## src/hdl/bitplane_block_delta_encoder_defines.svh

```systemverilog
// Assertion macros for the bit-plane block delta encoder.
`ifndef BITPLANE_BLOCK_DELTA_ENCODER_DEFINES_SVH
`define BITPLANE_BLOCK_DELTA_ENCODER_DEFINES_SVH

// Implication checked on every rising clock edge outside reset.
`define BBDE_ASSERT(lbl, clk, rst_n, prop, msg) \
  lbl: assert property (@(posedge clk) disable iff (!rst_n) prop) else $error(msg);

// Implication whose consequent is checked in the cycle after the antecedent.
`define BBDE_ASSERT_NEXT(lbl, clk, rst_n, ante, cons, msg) \
  lbl: assert property (@(posedge clk) disable iff (!rst_n) (ante) |=> (cons)) \
    else $error(msg);

`endif

```

## src/hdl/bbde_pkg.sv

```systemverilog
// Shared types and constants of the bit-plane block delta encoder.
`default_nettype none
package bbde_pkg;

  localparam int NumBlocks = 128;
  localparam int BlkIdxW   = $clog2(NumBlocks);
  localparam int BlkW      = 64;
  localparam int DispRows  = 16;
  localparam int RowW      = $clog2(DispRows);
  localparam int CntW      = BlkIdxW + 1;
  localparam int LenW      = 11;
  localparam int QueueW    = BlkIdxW + BlkW;

  localparam logic [3:0] KeepReload = 4'd10;

  localparam logic [1:0] FuncWrite = 2'd0;
  localparam logic [1:0] FuncTick  = 2'd1;
  localparam logic [1:0] FuncFetch = 2'd2;

  localparam logic [1:0] KindHeader = 2'd0;
  localparam logic [1:0] KindBlock  = 2'd1;
  localparam logic [1:0] KindEnd    = 2'd2;

  typedef enum logic [2:0] {
    StIdle,
    StWrWrite,
    StTick,
    StFetchRead
  } state_e;

  typedef struct packed {
    logic accept;
    logic wr_write;
    logic tick_try;
    logic tick_begin;
    logic tick_step;
    logic emit_header;
    logic fetch_end;
    logic fetch_rd;
    logic emit_block;
  } cmd_t;

  typedef struct packed {
    logic draining;
    logic q_empty;
    logic tick_live;
    logic tick_done;
    logic out_busy;
  } status_t;

endpackage
`default_nettype wire

```

## src/hdl/bbde_ctrl.sv

```systemverilog
// Controller state machine of the bit-plane block delta encoder.
`default_nettype none
module bbde_ctrl
  import bbde_pkg::*;
(
  input  wire logic       clk_i,
  input  wire logic       rst_ni,
  input  wire logic       in_valid_i,
  input  wire logic [1:0] func_i,
  output logic            in_ready_o,
  input  wire status_t    status_i,
  output cmd_t            cmd_o
);

  state_e state_q, state_d;
  logic   accept;

  assign in_ready_o = (state_q == StIdle) && !status_i.out_busy;
  assign accept     = in_valid_i && in_ready_o;

  always_ff @(posedge clk_i or negedge rst_ni) begin
    if (!rst_ni) begin
      state_q <= StIdle;
    end else begin
      state_q <= state_d;
    end
  end

  always_comb begin
    state_d = state_q;
    unique case (state_q)
      StIdle: begin
        if (accept) begin
          unique case (func_i)
            FuncWrite: state_d = StWrWrite;
            FuncTick: begin
              if (!status_i.draining && status_i.tick_live) state_d = StTick;
            end
            FuncFetch: begin
              if (status_i.draining && !status_i.q_empty) state_d = StFetchRead;
            end
            default: state_d = StIdle;
          endcase
        end
      end
      StWrWrite:   state_d = StIdle;
      StTick:      if (status_i.tick_done) state_d = StIdle;
      StFetchRead: state_d = StIdle;
      default:     state_d = StIdle;
    endcase
  end

  always_comb begin
    cmd_o = '0;
    unique case (state_q)
      StIdle: begin
        cmd_o.accept = accept;
        if (accept) begin
          unique case (func_i)
            FuncWrite: ;
            FuncTick: begin
              cmd_o.tick_try   = !status_i.draining;
              cmd_o.tick_begin = !status_i.draining && status_i.tick_live;
            end
            FuncFetch: begin
              cmd_o.fetch_end = status_i.draining && status_i.q_empty;
              cmd_o.fetch_rd  = status_i.draining && !status_i.q_empty;
            end
            default: ;
          endcase
        end
      end
      StWrWrite: cmd_o.wr_write = 1'b1;
      StTick: begin
        cmd_o.emit_header = status_i.tick_done;
        cmd_o.tick_step   = !status_i.tick_done;
      end
      StFetchRead: cmd_o.emit_block = 1'b1;
      default: ;
    endcase
  end

endmodule
`default_nettype wire

```

## config.mk

```make
export PLATFORM = sky130hd
export DESIGN_NAME = bbde_ctrl
export DESIGN_NICKNAME = d
export VERILOG_FILES = /design/src/hdl/bitplane_block_delta_encoder_defines.svh /design/src/hdl/bbde_pkg.sv /design/src/hdl/bbde_ctrl.sv
export SDC_FILE = /design/constraint.sdc
export NUM_CORES = 1
export LEC_CHECK = 0
export BUFFER_PORTS_ARGS = -buffer_cell sky130_fd_sc_hd__buf_4
export CORE_AREA = 5 5 42 44
export DETAILED_ROUTE_END_ITERATION = 10
export DIE_AREA = 0 0 47 49
export HOLD_SLACK_MARGIN = 0.08
export PLACE_DENSITY = 0.42
export SYNTH_ARGS = -nofsm -noshare
export SYNTH_HDL_FRONTEND = slang
export SYNTH_SLANG_ARGS = --single-unit
```

## constraint.sdc

```tcl
create_clock -name clk_i -period 3 [get_ports clk_i]
set_input_delay 0.45 -clock clk_i [delete_from_list [all_inputs] [get_ports clk_i]]
set_output_delay 0.45 -clock clk_i [all_outputs]
set_load 0.005 [all_outputs]
```

Word level (Yosys, flattened, before mapping)
Index checks and enable logic that the tools add are counted.
{ "word_totals": {"regBits": 3, "inputBits": 10} }
{ "op_classes": {"eq_ne": 9, "mux": 16, "n_reduce_logical": 12} }
{ "ops": {"columns": ["operator", "count"], "rows": [
  ["2-to-1 mux 2 bit", 7],
  ["2-to-1 mux 3 bit", 4],
  ["case mux 3 bit (3 select lines)", 1],
  ["equality test 3 x 2 -> 1 bit, second input constant", 2],
  ["inequality test 3 bit, second input constant", 2],
  ["case mux 3 bit (2 select lines)", 1],
  ["logical AND 1 bit", 5],
  ["zero test 1 bit", 4],
  ["inequality test 2 bit, second input constant", 2],
  ["AND reduction 4 bit", 1],
  ["equality test 3 x 1 -> 1 bit, second input constant", 1],
  ["zero test 3 bit", 1],
  ["2-to-1 mux 1 bit", 3],
  ["equality test 2 x 1 -> 1 bit, second input constant", 1],
  ["equality test 2 bit, second input constant", 1],
  ["zero test 2 bit", 1]
]} }

Longest topological paths before layout
{ "depth": {"depth_word": 6, "depth_mapped": 5} }

Worst setup path before layout
OpenSTA, ideal clock, no wires.
{ "synth_timing": {"kind": "register -> output", "from": "reg state_q[0]", "to": "out cmd_o[5] in the netlist's numbering", "t_arrival_ns": 1.177, "required_time_ns": 2.550, "slack_ns": 1.373, "stages_incl_launch_ff": 4, "path_cell_list": "dfrtp_1 nor4b_4 and3b_1 and2_1"} }
{ "synth_rtl": {"columns": ["element", "line", "text"], "rows": [
  ["from (decl)", "bbde_ctrl.sv:15", "state_e state_q, state_d;"],
  ["from (signal assigned)", "bbde_ctrl.sv:23", "state_q <= StIdle;"],
  ["from (signal assigned)", "bbde_ctrl.sv:25", "state_q <= state_d;"],
  ["to (decl)", "bbde_ctrl.sv:12", "output cmd_t cmd_o"]
]} }

==> results.py <==
metrics = {
    "clock_network": {
        "clkSinkCount": 2,
        "cts_max_level": 1,
        "clkSlewWorstSetupHoldPaths_ns": 0.03,
        "post_cts_buffers": 0,
        "cts_tree": "yes",
        "cts_buffer_depth": 2,
        "cts_root_buf": "clkbuf_4",
        "clk_latency_ns": 0.22,
        "cts_made_buffers": 3,
    },
    "worst_setup_path": {
        "cpPeakStageDelay_ns": 0.45,
        "worstPathRequired_ns": 2.55,
        "worst_ep_arrival_time_ns": 1.56,
        "worstReg2RegStart": "state_q[0]",
        "r2r-end": "state_q[0]",
        "crit_type": "flop to output port",
        "reg2regPathDepth": 3,
        "cp_slowest_cell": "nor4b_4",
        "endpoint_kind": "output port",
        "crit_path_max_fanout": 6,
        "path_cells": "nor4b_4, and3b_1, and2_1, buf_4",
        "rrSetupSlack_ns": 1.76,
        "start_kind": "flop",
    },
    "placement": {
        "dp.cells": 65,
        "io_buffers": 19,
        "gp_congestion": 0.729,
        "place_hpwl_um": 642,
        "dpl_cell_area_um2": 423,
    },
    "floorplanning": {
        "die_h_um": 49,
        "io_pins": 20,
        "start_util_pct": 18.6,
        "core_area_um2": 1400,
        "dieArea_um2": 2300,
        "row_count": 14,
        "die_w_um": 47,
    },
    "final_layout": {
        "nFillCells": 151,
        "top_regs": "state_q x2",
        "post-route-util_pct": 32.5,
        "largest_reg_flops": 2,
        "drive_above_1_share_pct": 47.2,
        "top_register": "state_q",
        "area_growth_pct": 75.0,
        "antenna_cells": 0,
        "design_area_um2": 455,
        "final-instance-count-excl-fill": 69,
        "nets": 69,
    },
    "timing": {
        "setup_viol": 0,
        "maxSlewViolCount": 0,
        "skew_ns": 0.00179,
        "slew_headroom_pct": 74.4,
        "fin_crit_sh_pct": 67.0,
        "fmax_ghz": 0.498,
        "rsz0062_at_grt": "false",
        "period_minus_slack_ns": 2.01,
        "final.setup.tns_ns": 0,
        "tightest_slew_ns": 0.383,
        "hold_viol": 0,
    },
    "yosys": {
        "yosys-top-cells-area": "dfrtp_1 (19%), ha_1 (19%), nor4b_4 (9.1%)",
        "async_flop_share_pct": 100,
        "synth_fp_nets": 44,
        "syn_area_um2": 260,
        "synth-main-ff-cell": "dfrtp_1",
        "ys_ff_latch": 2,
        "synth_top_cell_by_area": "dfrtp_1",
        "synth_top_area_share_pct": 19.2,
        "netlist_top_cells_count": "ha_1 (4), inv_1 (4)",
        "avgSynthCellArea_um2": 8.68,
        "synth-edff-count": 0,
        "yosysWarnings": 0,
        "synth_cells": 30,
        "ys_seq_area_share_pct": 19.2,
        "ys_types": 20,
    },
    "global_route": {
        "grt-ovfl-total": 0,
        "grt_pass1_vias": 308,
        "grt_pass1_wl_um": 1170,
        "antenna_found_initial": 0,
        "grt_use_total_pct": 7.24,
        "grt_start_max_net_pins": 7,
    },
    "detailed_routing": {
        "finalWirelength_um": 720,
        "avgRoutedWirePerCell_um": 10.4,
        "antenna_left": 0,
        "dr_total_vias": 286,
        "viasPerCell": 4.14,
        "drtIter0Drc": 2,
        "dr.pass1.iters": 3,
        "drc": 0,
    },
    "power_and_ir_drop": {
        "p_per_area_nw_per_um2": 288,
        "vdd_ir_drop_max_mv": 0.0964,
        "p_leak_nw": 0.253,
    },
    "run_status": {
        "status": "finished clean",
    },
    "worst_hold_path": {
        "whs_path_depth": 3,
        "hold_path_end": "state_q[0]",
        "hp-class": "primary input to flop",
        "min_from": "status_i[4]",
    },
    "run": {
        "maxCapViolations": 0,
    },
}
layout by cell type, fill, tap and decap left out:
| cell | n |
|---|---|
| and3b_1 | 1 |
| dlygate4sd3_1 | 1 |
| inv_1 | 4 |
| a21oi_1 | 2 |
| nor3b_1 | 1 |
| buf_4 | 19 |
| nor2b_1 | 1 |
| nand2b_1 | 1 |
| or3b_2 | 1 |
| o211ai_1 | 1 |
| nor4bb_1 | 1 |
| nand3_1 | 1 |
| and3b_2 | 1 |
| clkbuf_4 | 3 |
| nor4b_4 | 1 |
| dfrtp_1 | 2 |
| o21ai_1 | 1 |
| and2_1 | 2 |
| a21o_1 | 1 |
| nor3_1 | 1 |
| nor2_1 | 2 |
| nand2_1 | 1 |
| ha_1 | 4 |
report_power, final:
group | switching [mW] | internal (mW) | leakage, nW
clock | 0.0140 | 0.0440 | 0.0138
combinational | 0.0159 | 0.0247 | 0.212
sequential | 0.00342 | 0.0291 | 0.0272
total | 0.0334 | 0.0978 | 0.253
per-stage QoR:
step | power, mW | hold slack, ns | worst slack [ns]
2_1_floorplan | 0.0495 | 0.154 | 1.37
3_3_place_gp | 0.0737 | 0.234 | 1.19
3_5_place_dp | 0.0733 | 0.235 | 1.16
4_1_cts | 0.137 | 0.530 | 0.971
5_1_grt | 0.145 | 0.541 | 0.863
6_report | 0.131 | 0.536 | 0.991
worst max-delay path by stage:
stage	slack [ns]	cells past startpoint	from	to
2_1_floorplan	1.37	3	state_q[0]	cmd_o[5]
3_3_place_gp	1.19	5	status_i[0]	cmd_o[5]
3_5_place_dp	1.16	5	status_i[0]	cmd_o[5]
4_1_cts	0.97	4	state_q[0]	cmd_o[5]
5_1_grt	0.86	4	state_q[0]	cmd_o[5]
6_report	0.99	4	state_q[0]	cmd_o[5]
layout make-up:
cell class,count,area (um^2),area share [%]
Sequential cell,2,50.0,11.0
Clock buffer,3,22.5,4.95
Multi-Input combinational cell,24,195,42.9
Tap cell,16,20.0,4.40
Timing Repair Buffer,20,153,33.5
Inverter,4,15.0,3.30
logic make-up after synthesis:
family | Yosys count | share of synthesized area (%)
AND/OR/NAND/NOR | 15 | 44.2
AO/OA/AOI/OAI | 5 | 11.5
buffers and inverters | 4 | 5.77
adder cells (fa/ha/maj) | 4 | 19.2
flip-flops | 2 | 19.2
per-layer routing:
metal	GRT usage, %	routed length [um]
met4	5.53	0
met3	2.58	105
met1	7.00	268
met5	0	0
met2	11.8	347
critical path, delay by kind of cell (launching register included):
kind	cells	cell delay, ns
flip-flops	1	0.43
AND/OR/NAND/NOR	3	0.81
buffers and inverters	1	0.10
what timing repair did:
action                                  4_1_cts  5_1_grt
hold buffers                                  1        0
hold endpoints to repair                      2        0
gates resized for setup                       0        0
endpoints found under the setup margin        0        0
(Power assumes the default switching activity.)
